===== src/design/qcr_pkg.sv =====
// shared constants, codes and types for the quadrature counter with speed unit
package qcr_pkg;

    // default counter width
    localparam int COUNT_WIDTH_DEF = 32;

    // minutes to milliseconds scale used by the speed formula
    localparam int          SCALE_WIDTH = 16;
    localparam int          SCALE_IDX_W = 4;
    localparam logic [15:0] RPM_SCALE   = 16'd60000;

    // divisor is counts_per_revolution (16 bits) times elapsed ms (32 bits)
    localparam int DIV_WIDTH = 48;

    // reset value of counts_per_revolution
    localparam logic [15:0] CPR_RESET = 16'd1024;

    // event kinds carried on the input tuser
    localparam logic [1:0] CMD_EDGE_A = 2'd0;
    localparam logic [1:0] CMD_EDGE_B = 2'd1;
    localparam logic [1:0] CMD_SAMPLE = 2'd2;

    // speed status codes carried on the output tuser
    localparam logic [1:0] ST_VALID    = 2'd0;
    localparam logic [1:0] ST_EDGE     = 2'd1;
    localparam logic [1:0] ST_ZERO_DIV = 2'd2;
    localparam logic [1:0] ST_SAT      = 2'd3;

    // speed unit sequencer states
    typedef enum logic [2:0] {
        SPD_IDLE,
        SPD_LOAD,
        SPD_SCALE,
        SPD_DIVIDE,
        SPD_DONE
    } spd_state_t;

    // result handed from the speed unit to the top level
    typedef struct packed {
        logic        done;
        logic        sat;
        logic [31:0] rpm;
    } speed_res_t;

endpackage


===== src/design/qcr_speed_unit.sv =====
// iterative speed unit: divisor product, shift-add scale by 60000, restoring division
module qcr_speed_unit #(
    parameter int COUNT_WIDTH = qcr_pkg::COUNT_WIDTH_DEF
) (
    input  logic                   aclk,
    input  logic                   aresetn,
    input  logic                   start,
    input  logic                   neg,
    input  logic [COUNT_WIDTH-1:0] mag,
    input  logic [15:0]            cpr,
    input  logic [31:0]            dt,
    output qcr_pkg::speed_res_t    res
);

    localparam int NW   = COUNT_WIDTH + qcr_pkg::SCALE_WIDTH;
    localparam int DW   = qcr_pkg::DIV_WIDTH;
    localparam int CNTW = $clog2(NW);

    localparam logic [32:0] LIMIT_POS = 33'h0_7FFF_FFFF;
    localparam logic [32:0] LIMIT_NEG = 33'h0_8000_0000;

    qcr_pkg::spd_state_t state_reg, state_next;

    logic [CNTW-1:0]        cnt_reg, cnt_next;
    logic [NW-1:0]          acc_reg, acc_next;
    logic [DW-1:0]          rem_reg, rem_next;
    logic [DW-1:0]          div_reg, div_next;
    logic [32:0]            q_reg, q_next;
    logic                   ovf_reg, ovf_next;
    logic                   neg_reg, neg_next;
    logic [COUNT_WIDTH-1:0] mag_reg, mag_next;
    logic [15:0]            cpr_reg, cpr_next;
    logic [31:0]            dt_reg, dt_next;

    logic [DW:0]  shifted;
    logic         ge;
    logic [32:0]  limit;
    logic         sat;
    logic [31:0]  q_sel;

    // next state
    always_comb begin
        state_next = state_reg;
        case (state_reg)
            qcr_pkg::SPD_IDLE: begin
                if (start) begin
                    state_next = qcr_pkg::SPD_LOAD;
                end
            end
            qcr_pkg::SPD_LOAD: begin
                state_next = qcr_pkg::SPD_SCALE;
            end
            qcr_pkg::SPD_SCALE: begin
                if (cnt_reg == '0) begin
                    state_next = qcr_pkg::SPD_DIVIDE;
                end
            end
            qcr_pkg::SPD_DIVIDE: begin
                if (cnt_reg == '0) begin
                    state_next = qcr_pkg::SPD_DONE;
                end
            end
            qcr_pkg::SPD_DONE: begin
                state_next = qcr_pkg::SPD_IDLE;
            end
            default: begin
                state_next = qcr_pkg::SPD_IDLE;
            end
        endcase
    end

    // one restoring division step
    assign shifted = {rem_reg, acc_reg[NW-1]};
    assign ge      = (shifted >= {1'b0, div_reg});

    // datapath updates per state
    always_comb begin
        cnt_next = cnt_reg;
        acc_next = acc_reg;
        rem_next = rem_reg;
        div_next = div_reg;
        q_next   = q_reg;
        ovf_next = ovf_reg;
        neg_next = neg_reg;
        mag_next = mag_reg;
        cpr_next = cpr_reg;
        dt_next  = dt_reg;
        case (state_reg)
            qcr_pkg::SPD_IDLE: begin
                if (start) begin
                    neg_next = neg;
                    mag_next = mag;
                    cpr_next = cpr;
                    dt_next  = dt;
                end
            end
            qcr_pkg::SPD_LOAD: begin
                div_next = DW'(cpr_reg) * DW'(dt_reg);
                acc_next = '0;
                rem_next = '0;
                q_next   = '0;
                ovf_next = 1'b0;
                cnt_next = CNTW'(qcr_pkg::SCALE_WIDTH - 1);
            end
            qcr_pkg::SPD_SCALE: begin
                // msb-first shift-add of mag times the scale constant
                acc_next = {acc_reg[NW-2:0], 1'b0}
                         + (qcr_pkg::RPM_SCALE[cnt_reg[qcr_pkg::SCALE_IDX_W-1:0]]
                            ? NW'(mag_reg) : NW'(0));
                if (cnt_reg == '0) begin
                    cnt_next = CNTW'(NW - 1);
                end else begin
                    cnt_next = cnt_reg - 1'b1;
                end
            end
            qcr_pkg::SPD_DIVIDE: begin
                if (ge) begin
                    rem_next = DW'(shifted - {1'b0, div_reg});
                end else begin
                    rem_next = shifted[DW-1:0];
                end
                acc_next = {acc_reg[NW-2:0], 1'b0};
                q_next   = {q_reg[31:0], ge};
                // quotient bits beyond 33 only matter as overflow
                ovf_next = ovf_reg | q_reg[32];
                cnt_next = cnt_reg - 1'b1;
            end
            qcr_pkg::SPD_DONE: begin
                cnt_next = cnt_reg;
            end
            default: begin
                cnt_next = cnt_reg;
            end
        endcase
    end

    // result: saturate, then apply sign
    always_comb begin
        limit    = neg_reg ? LIMIT_NEG : LIMIT_POS;
        sat      = ovf_reg || (q_reg > limit);
        q_sel    = sat ? limit[31:0] : q_reg[31:0];
        res.done = (state_reg == qcr_pkg::SPD_DONE);
        res.sat  = sat;
        res.rpm  = neg_reg ? (~q_sel + 32'd1) : q_sel;
    end

    // registers
    always_ff @(posedge aclk) begin
        if (!aresetn) begin
            state_reg <= qcr_pkg::SPD_IDLE;
        end else begin
            state_reg <= state_next;
        end
        cnt_reg <= cnt_next;
        acc_reg <= acc_next;
        rem_reg <= rem_next;
        div_reg <= div_next;
        q_reg   <= q_next;
        ovf_reg <= ovf_next;
        neg_reg <= neg_next;
        mag_reg <= mag_next;
        cpr_reg <= cpr_next;
        dt_reg  <= dt_next;
    end

endmodule


===== src/design/quadrature_counter_with_rpm_unit.sv =====
// Quadrature x2 position counter with rpm sampling. Each input beat is one event:
// a rising edge on A or B updates the count and returns its result in the next cycle,
// as does an unused kind or a speed sample whose divisor (counts per revolution times
// elapsed ms) is zero. A speed sample with a nonzero divisor runs through one shared
// sequential unit: a load step for the divisor product, shift-add steps for the
// scale by 60000, then COUNT_WIDTH+16 restoring division steps, one bit per cycle,
// and a done step to saturate and sign the result, which the output register then
// captures; the input is not ready while that unit runs. An output register holds
// each result, and a new event is taken while a finished result is being taken.
// counts_per_revolution is written through cfg_wr_en/cfg_wr_data; the user must write
// it only while the block is idle, and the block itself does not enforce this.
module quadrature_counter_with_rpm_unit #(
    parameter int COUNT_WIDTH = qcr_pkg::COUNT_WIDTH_DEF
) (
    input  logic        aclk,
    input  logic        aresetn,
    // configuration: counts_per_revolution
    input  logic        cfg_wr_en,
    input  logic [15:0] cfg_wr_data,
    // input events
    input  logic        s_tvalid,
    output logic        s_tready,
    input  logic [39:0] s_tdata,   // level_a [0], level_b [1], now_ms [33:2], zero pad
    input  logic [1:0]  s_tuser,   // cmd [1:0]
    // results
    output logic        m_tvalid,
    input  logic        m_tready,
    output logic [63:0] m_tdata,   // position [31:0], speed_rpm [63:32]
    output logic [1:0]  m_tuser    // speed_status [1:0]
);

    localparam int PW = (COUNT_WIDTH > 32) ? COUNT_WIDTH : 32;

    logic [COUNT_WIDTH-1:0] count_reg, count_next;
    logic [COUNT_WIDTH-1:0] count_last_reg, count_last_next;
    logic [31:0]            time_last_reg, time_last_next;
    logic [15:0]            cpr_reg, cpr_next;
    logic                   busy_reg, busy_next;
    logic                   m_valid_reg, m_valid_next;
    logic [31:0]            m_pos_reg, m_pos_next;
    logic [31:0]            m_rpm_reg, m_rpm_next;
    logic [1:0]             m_status_reg, m_status_next;

    logic [1:0]             in_cmd;
    logic                   in_a;
    logic                   in_b;
    logic [31:0]            in_now;
    logic                   accept;
    logic [COUNT_WIDTH-1:0] delta;
    logic                   delta_neg;
    logic [COUNT_WIDTH-1:0] delta_mag;
    logic [31:0]            dt;
    logic                   zero_div;
    logic                   start;
    logic                   up;
    logic [PW-1:0]          pos_ext;
    qcr_pkg::speed_res_t    spd_res;

    // unpack the input beat
    assign in_cmd = s_tuser;
    assign in_a   = s_tdata[0];
    assign in_b   = s_tdata[1];
    assign in_now = s_tdata[33:2];

    assign s_tready = !busy_reg && (!m_valid_reg || m_tready);
    assign accept   = s_tvalid && s_tready;

    // speed inputs: signed count change and elapsed time since the last sample
    assign delta     = count_reg - count_last_reg;
    assign delta_neg = delta[COUNT_WIDTH-1];
    assign delta_mag = delta_neg ? (~delta + 1'b1) : delta;
    assign dt        = in_now - time_last_reg;
    assign zero_div  = (cpr_reg == 16'd0) || (dt == 32'd0);
    assign start     = accept && (in_cmd == qcr_pkg::CMD_SAMPLE) && !zero_div;

    qcr_speed_unit #(
        .COUNT_WIDTH(COUNT_WIDTH)
    ) u_speed (
        .aclk   (aclk),
        .aresetn(aresetn),
        .start  (start),
        .neg    (delta_neg),
        .mag    (delta_mag),
        .cpr    (cpr_reg),
        .dt     (dt),
        .res    (spd_res)
    );

    // count direction for edge events
    assign up = (in_cmd == qcr_pkg::CMD_EDGE_A) ? (in_a != in_b) : (in_a == in_b);

    // position is the count sign-extended and cut to 32 bits
    assign pos_ext = PW'($signed(count_next));

    // counter state and sample snapshot
    always_comb begin
        count_next      = count_reg;
        count_last_next = count_last_reg;
        time_last_next  = time_last_reg;
        cpr_next        = cpr_reg;
        if (cfg_wr_en) begin
            cpr_next = cfg_wr_data;
        end
        if (accept) begin
            case (in_cmd)
                qcr_pkg::CMD_EDGE_A, qcr_pkg::CMD_EDGE_B: begin
                    count_next = up ? (count_reg + 1'b1) : (count_reg - 1'b1);
                end
                qcr_pkg::CMD_SAMPLE: begin
                    count_last_next = count_reg;
                    time_last_next  = in_now;
                end
                default: begin
                    count_next = count_reg;
                end
            endcase
        end
    end

    // output register and busy flag
    always_comb begin
        busy_next     = busy_reg;
        m_valid_next  = m_valid_reg;
        m_pos_next    = m_pos_reg;
        m_rpm_next    = m_rpm_reg;
        m_status_next = m_status_reg;
        if (m_valid_reg && m_tready) begin
            m_valid_next = 1'b0;
        end
        if (start) begin
            busy_next = 1'b1;
        end else if (accept) begin
            // results known at once: edges, unused kind, zero divisor
            m_valid_next = 1'b1;
            m_pos_next   = pos_ext[31:0];
            m_rpm_next   = 32'd0;
            if (in_cmd == qcr_pkg::CMD_SAMPLE) begin
                m_status_next = qcr_pkg::ST_ZERO_DIV;
            end else begin
                m_status_next = qcr_pkg::ST_EDGE;
            end
        end
        if (spd_res.done) begin
            busy_next     = 1'b0;
            m_valid_next  = 1'b1;
            m_pos_next    = pos_ext[31:0];
            m_rpm_next    = spd_res.rpm;
            m_status_next = spd_res.sat ? qcr_pkg::ST_SAT : qcr_pkg::ST_VALID;
        end
    end

    // registers
    always_ff @(posedge aclk) begin
        if (!aresetn) begin
            count_reg      <= '0;
            count_last_reg <= '0;
            time_last_reg  <= '0;
            cpr_reg        <= qcr_pkg::CPR_RESET;
            busy_reg       <= 1'b0;
            m_valid_reg    <= 1'b0;
        end else begin
            count_reg      <= count_next;
            count_last_reg <= count_last_next;
            time_last_reg  <= time_last_next;
            cpr_reg        <= cpr_next;
            busy_reg       <= busy_next;
            m_valid_reg    <= m_valid_next;
        end
        m_pos_reg    <= m_pos_next;
        m_rpm_reg    <= m_rpm_next;
        m_status_reg <= m_status_next;
    end

    assign m_tvalid = m_valid_reg;
    assign m_tdata  = {m_rpm_reg, m_pos_reg};
    assign m_tuser  = m_status_reg;

endmodule


===== config.mk =====
export PLATFORM = sky130hd
export DESIGN_NAME = quadrature_counter_with_rpm_unit
export DESIGN_NICKNAME = d
export VERILOG_FILES = /design/src/design/qcr_pkg.sv /design/src/design/qcr_speed_unit.sv /design/src/design/quadrature_counter_with_rpm_unit.sv
export SDC_FILE = /design/constraint.sdc
export NUM_CORES = 2
export LEC_CHECK = 0
export BUFFER_PORTS_ARGS = -buffer_cell sky130_fd_sc_hd__buf_2
export CORE_MARGIN = 2
export CORE_UTILIZATION = 30
export CTS_CLUSTER_SIZE = 40
export DETAILED_ROUTE_END_ITERATION = 10
export GPL_ROUTABILITY_DRIVEN = 0
export PLACE_DENSITY = 0.54
export SLEW_MARGIN = 40
export SYNTH_ARGS = -nofsm -noshare
export SYNTH_HDL_FRONTEND = slang
export SYNTH_HIERARCHICAL = 1
export SYNTH_SLANG_ARGS = --single-unit

===== constraint.sdc =====
create_clock -name aclk -period 10.19 [get_ports aclk]
set_input_delay 0.5095 -clock aclk [delete_from_list [all_inputs] [get_ports aclk]]
set_output_delay 0.5095 -clock aclk [all_outputs]
set_load 0.05 [all_outputs]

==> impl_metrics.csv <==
group,metric,value,unit
cts,cts.sinks,449,
cts,ctsHoldBuffers,0,
cts,postCtsSetupBuffers,0,
global_route,grt_antenna_before_repair,4,
yosys,synth_warnings,6,
cts,cts-buffers-inserted,57,
yosys,synthDistinctLibCells,118,
detailed_routing,wl_met1,53700,microns
worst_setup_path,cp-startpoint,"u_speed/cpr_reg[10]$_DFFE_PP_",
yosys,synth_seq_cells,449,
final_layout,finalNetCount,5836,
final_layout,fillers,16000,
yosys,seq_area_frac_synth,26.9,%
final_layout,final_util,33.3,%
floorplanning,pin_count,131,
pwr,ir_drop,0.215,mV
yosys,synthCells,5016,
timing,max_freq,134,MHz
cts,cts_tree,"done",
floorplanning,die_h,395,microns
detailed_routing,highest_layer,"met5",
floorplanning,die_w,395,microns
worst_setup_path,cp_data_arrival_time,7.85,ns
detailed_routing,met3_length,5860,microns
yosys,async_flop_share,0,%
floorplanning,initial_core_util,30.2,%
cts,cts_resized,0,
hold_path,min_from,"cfg_wr_data[1]",
final_layout,multi_input_area,30200,sq um
yosys,synth_ff_type,"edfxtp_1",
placement,dp_hpwl,85000,microns
worst_setup_path,worstSetupEndpointType,"register",
yosys,synthSimpleGateAreaFrac,18.1,%
yosys,syn_avg_cell_area,9.13,sq um
timing,setup_viol,0,
cts,htree_num_levels,2,
worst_setup_path,cp_max_fo,11,
yosys,synth_xor_area_share,4.22,%
run_status,status,"completed",
timing,slew_viol_final,0,
timing,rsz0062_at_grt,"false",
final_layout,layout-drive-gt1-share,7.24,%
global_route,grt_use_total,14.5,%
worst_setup_path,r2r_slack,2.75,ns
timing,fin_skew,0.0723,ns
global_route,grt_pass1_vias,35200,
global_route,grt_first_pass_wirelength,186000,microns
final_layout,design_area,50500,sq um
timing,max_slew_margin,37.0,%
cts,worst_skew_pair.late_latency,0.68,ns
hold_path,worstHoldEndpoint,"cpr_reg[1]$_SDFFE_PN0P_",
timing,min_period,7.44,ns
pwr,p_leak,21.9,nW
timing,tightestPinTransition,0.935,ns
detailed_routing,wl_met2,51500,microns
yosys,syn_nets,5830,
worst_setup_path,timing.rr.end,"u_speed/div_reg[45]$_DFFE_PP_",
timing,hold_viol,0,
worst_setup_path,reg2reg_from,"u_speed/cpr_reg[10]$_DFFE_PP_",
detailed_routing,drt_iter0_drc,1892,
worst_setup_path,critical_path_class,"register to register",
cts,clockBufferDepth,3,
detailed_routing,routedWlPerCell,16.1,microns
timing,timing.hold.ws,0.0738,ns
detailed_routing,via_per_inst,4.87,
yosys,synth_edf_count,331,
detailed_routing,drc,0,
floorplanning,rows,143,
detailed_routing,dr.pass1.iters,5,
cts,clk_pin_slew,0.07,ns
flow_run,max-cap-violations,0,
worst_setup_path,start_kind,"register",
yosys,yosys.area_share.adder,27.5,%
yosys,synth_mux_area_share,1.56,%
hold_path,hold_depth,3,
hold_path,hp-class,"primary input to register",
global_route,grt_max_degree,66,
timing,fin_setup_tns,0,ns
timing,period_share,73.0,%
placement,place_area,48500,sq um
detailed_routing,ant_nets,0,
placement,port_buffers,124,
floorplanning,coreArea,152000,sq um
pwr,power.density,222,nW/um^2
detailed_routing,vias,34600,
detailed_routing,routed_wl,114000,microns
yosys,synth_top_family_by_area,"adder cells",
worst_setup_path,r2r_cells,24,
worst_setup_path,critPathRequiredTime,10.60,ns
final_layout,synthToLayoutAreaGrowth,10.4,%
floorplanning,dieArea,156000,sq um
global_route,grt_overflow,0,
yosys,syn_area,45800,sq um
final_layout,regArea,12300,sq um
yosys,synth-compound-area-share,14.4,%
cts,cts_root_buffer,"clkbuf_16",
## worst max path at each step
stage                                                to  slack, ns
after floorplan            u_speed/cpr_reg[0]$_DFFE_PP_       1.28
after CTS                 u_speed/div_reg[45]$_DFFE_PP_       2.73
after global placement    u_speed/div_reg[45]$_DFFE_PP_       2.49
after global routing      u_speed/div_reg[45]$_DFFE_PP_       2.49
final                     u_speed/div_reg[45]$_DFFE_PP_       2.75
after detailed placement  u_speed/div_reg[45]$_DFFE_PP_       2.78
## through the flow
stage | setup slack (ns) | cells | total power [W]
3_5_place_dp | 2.78 | 6992 | 0.00901
6_report | 2.75 | 7100 | 0.0112
2_1_floorplan | 1.28 | 5016 | 0.00758
3_3_place_gp | 2.49 | 6990 | 0.00898
4_1_cts | 2.73 | 7098 | 0.0113
5_1_grt | 2.49 | 7099 | 0.0122
## cells in the mapped netlist, types with 7 or more instances
cell | count | area, sq um
nor4_1 | 18 | 113
fa_1 | 423 | 8470
dfxtp_1 | 118 | 2360
clkbuf_1 | 197 | 739
a22o_1 | 31 | 272
and2_1 | 316 | 1980
nor3b_1 | 13 | 97.6
edfxtp_1 | 331 | 9940
o21ai_1 | 31 | 155
a21boi_1 | 8 | 60.1
or3_1 | 25 | 156
mux2i_1 | 62 | 621
o21bai_1 | 30 | 225
buf_1 | 11 | 41.3
nand2_1 | 638 | 2390
a21oi_1 | 306 | 1530
and4_1 | 9 | 78.8
nor2_1 | 262 | 983
o31ai_1 | 15 | 113
nor3_1 | 73 | 365
o22ai_1 | 12 | 75.1
a31oi_1 | 50 | 313
xor2_1 | 83 | 727
o2111ai_1 | 12 | 105
a211oi_2 | 7 | 87.6
xnor2_1 | 134 | 1170
ha_1 | 328 | 4100
nand4b_1 | 7 | 61.3
nand3b_1 | 9 | 67.6
a21boi_0 | 7 | 52.6
nor2b_1 | 31 | 194
a311oi_1 | 18 | 158
nand4_1 | 38 | 238
o21a_1 | 33 | 248
nand2b_1 | 31 | 194
and3_1 | 73 | 457
o21ai_0 | 122 | 611
buf_2 | 9 | 45.0
or2_2 | 10 | 62.6
a211oi_1 | 32 | 240
a21o_1 | 139 | 1040
o211ai_1 | 20 | 150
inv_1 | 643 | 2410
nand3_1 | 69 | 345
a211o_1 | 12 | 105
## cell type report
cell class | count | share of cell area [%]
multi-input combinational | 3693 | 59.7
sequential | 449 | 24.3
tap | 2030 | 5.03
inverter | 646 | 4.80
clock buffer | 64 | 2.94
timing repair buffer | 175 | 2.02
clock inverter | 42 | 1.14
antenna | 1 | 0.00495
## cells by family (layout without fill, tap and decap cells)
logic type	Yosys count	in the layout
AO/OA/AOI/OAI	983	983
XOR/XNOR	219	219
adder cells (fa/ha/maj)	751	751
buffers and inverters	874	927
flip-flops	449	449
multiplexers	70	70
other	0	1
AND/OR/NAND/NOR	1670	1670
## power by group
group	leakage (nW)	switching, W	internal (W)
registers	4.06	0.0000902	0.00237
logic	16.9	0.00387	0.00268
clock network	0.991	0.000860	0.00133
total	21.9	0.00482	0.00639
## cells in the final DEF (no fill, tap or decap), drive strengths merged, types with 18 or more instances in the layout
cell    instances
o21ai         154
clkinv         27
a311oi         20
fa            423
buf           175
o21bai         30
nor2b          31
dfxtp         118
o21a           33
xnor2         136
inv           645
nand4          39
a31oi          52
nor2          264
mux2i          62
nor3           79
and3           73
nand3          71
a21o          139
nor4           22
o211ai         24
and2          317
nand2         638
nand2b         32
ha            328
a211oi         39
a21oi         309
xor2           83
o31ai          18
a22o           31
clkbuf         64
or3            27
edfxtp        331
## metal layers
layer	global-route usage, %	up-vias
met5	0	-
met4	4.04	2
met3	2.35	143
met2	23.6	723
met1	19.9	16800
li1	-	17000
## worst max-delay path, cell delays in order (launching register included)
cell and delay (ns):
edfxtp_1 0.55, buf_8 0.24, buf_4 0.17, and2_1 0.15, fa_1 0.47, inv_1 0.05
fa_1 0.48, inv_1 0.05, fa_1 0.52, fa_1 0.52, fa_1 0.55, inv_1 0.06
fa_1 0.53, inv_1 0.04, ha_1 0.38, nand3_1 0.19, nor2_1 0.19, nand4b_1 0.25
a311oi_1 0.62, a31oi_2 0.28, o21ai_1 0.29, nand2_1 0.11, a21boi_1 0.20, o41ai_1 0.12
xnor2_1 0.15
No activity file was read; power rests on OpenSTA's default activity.
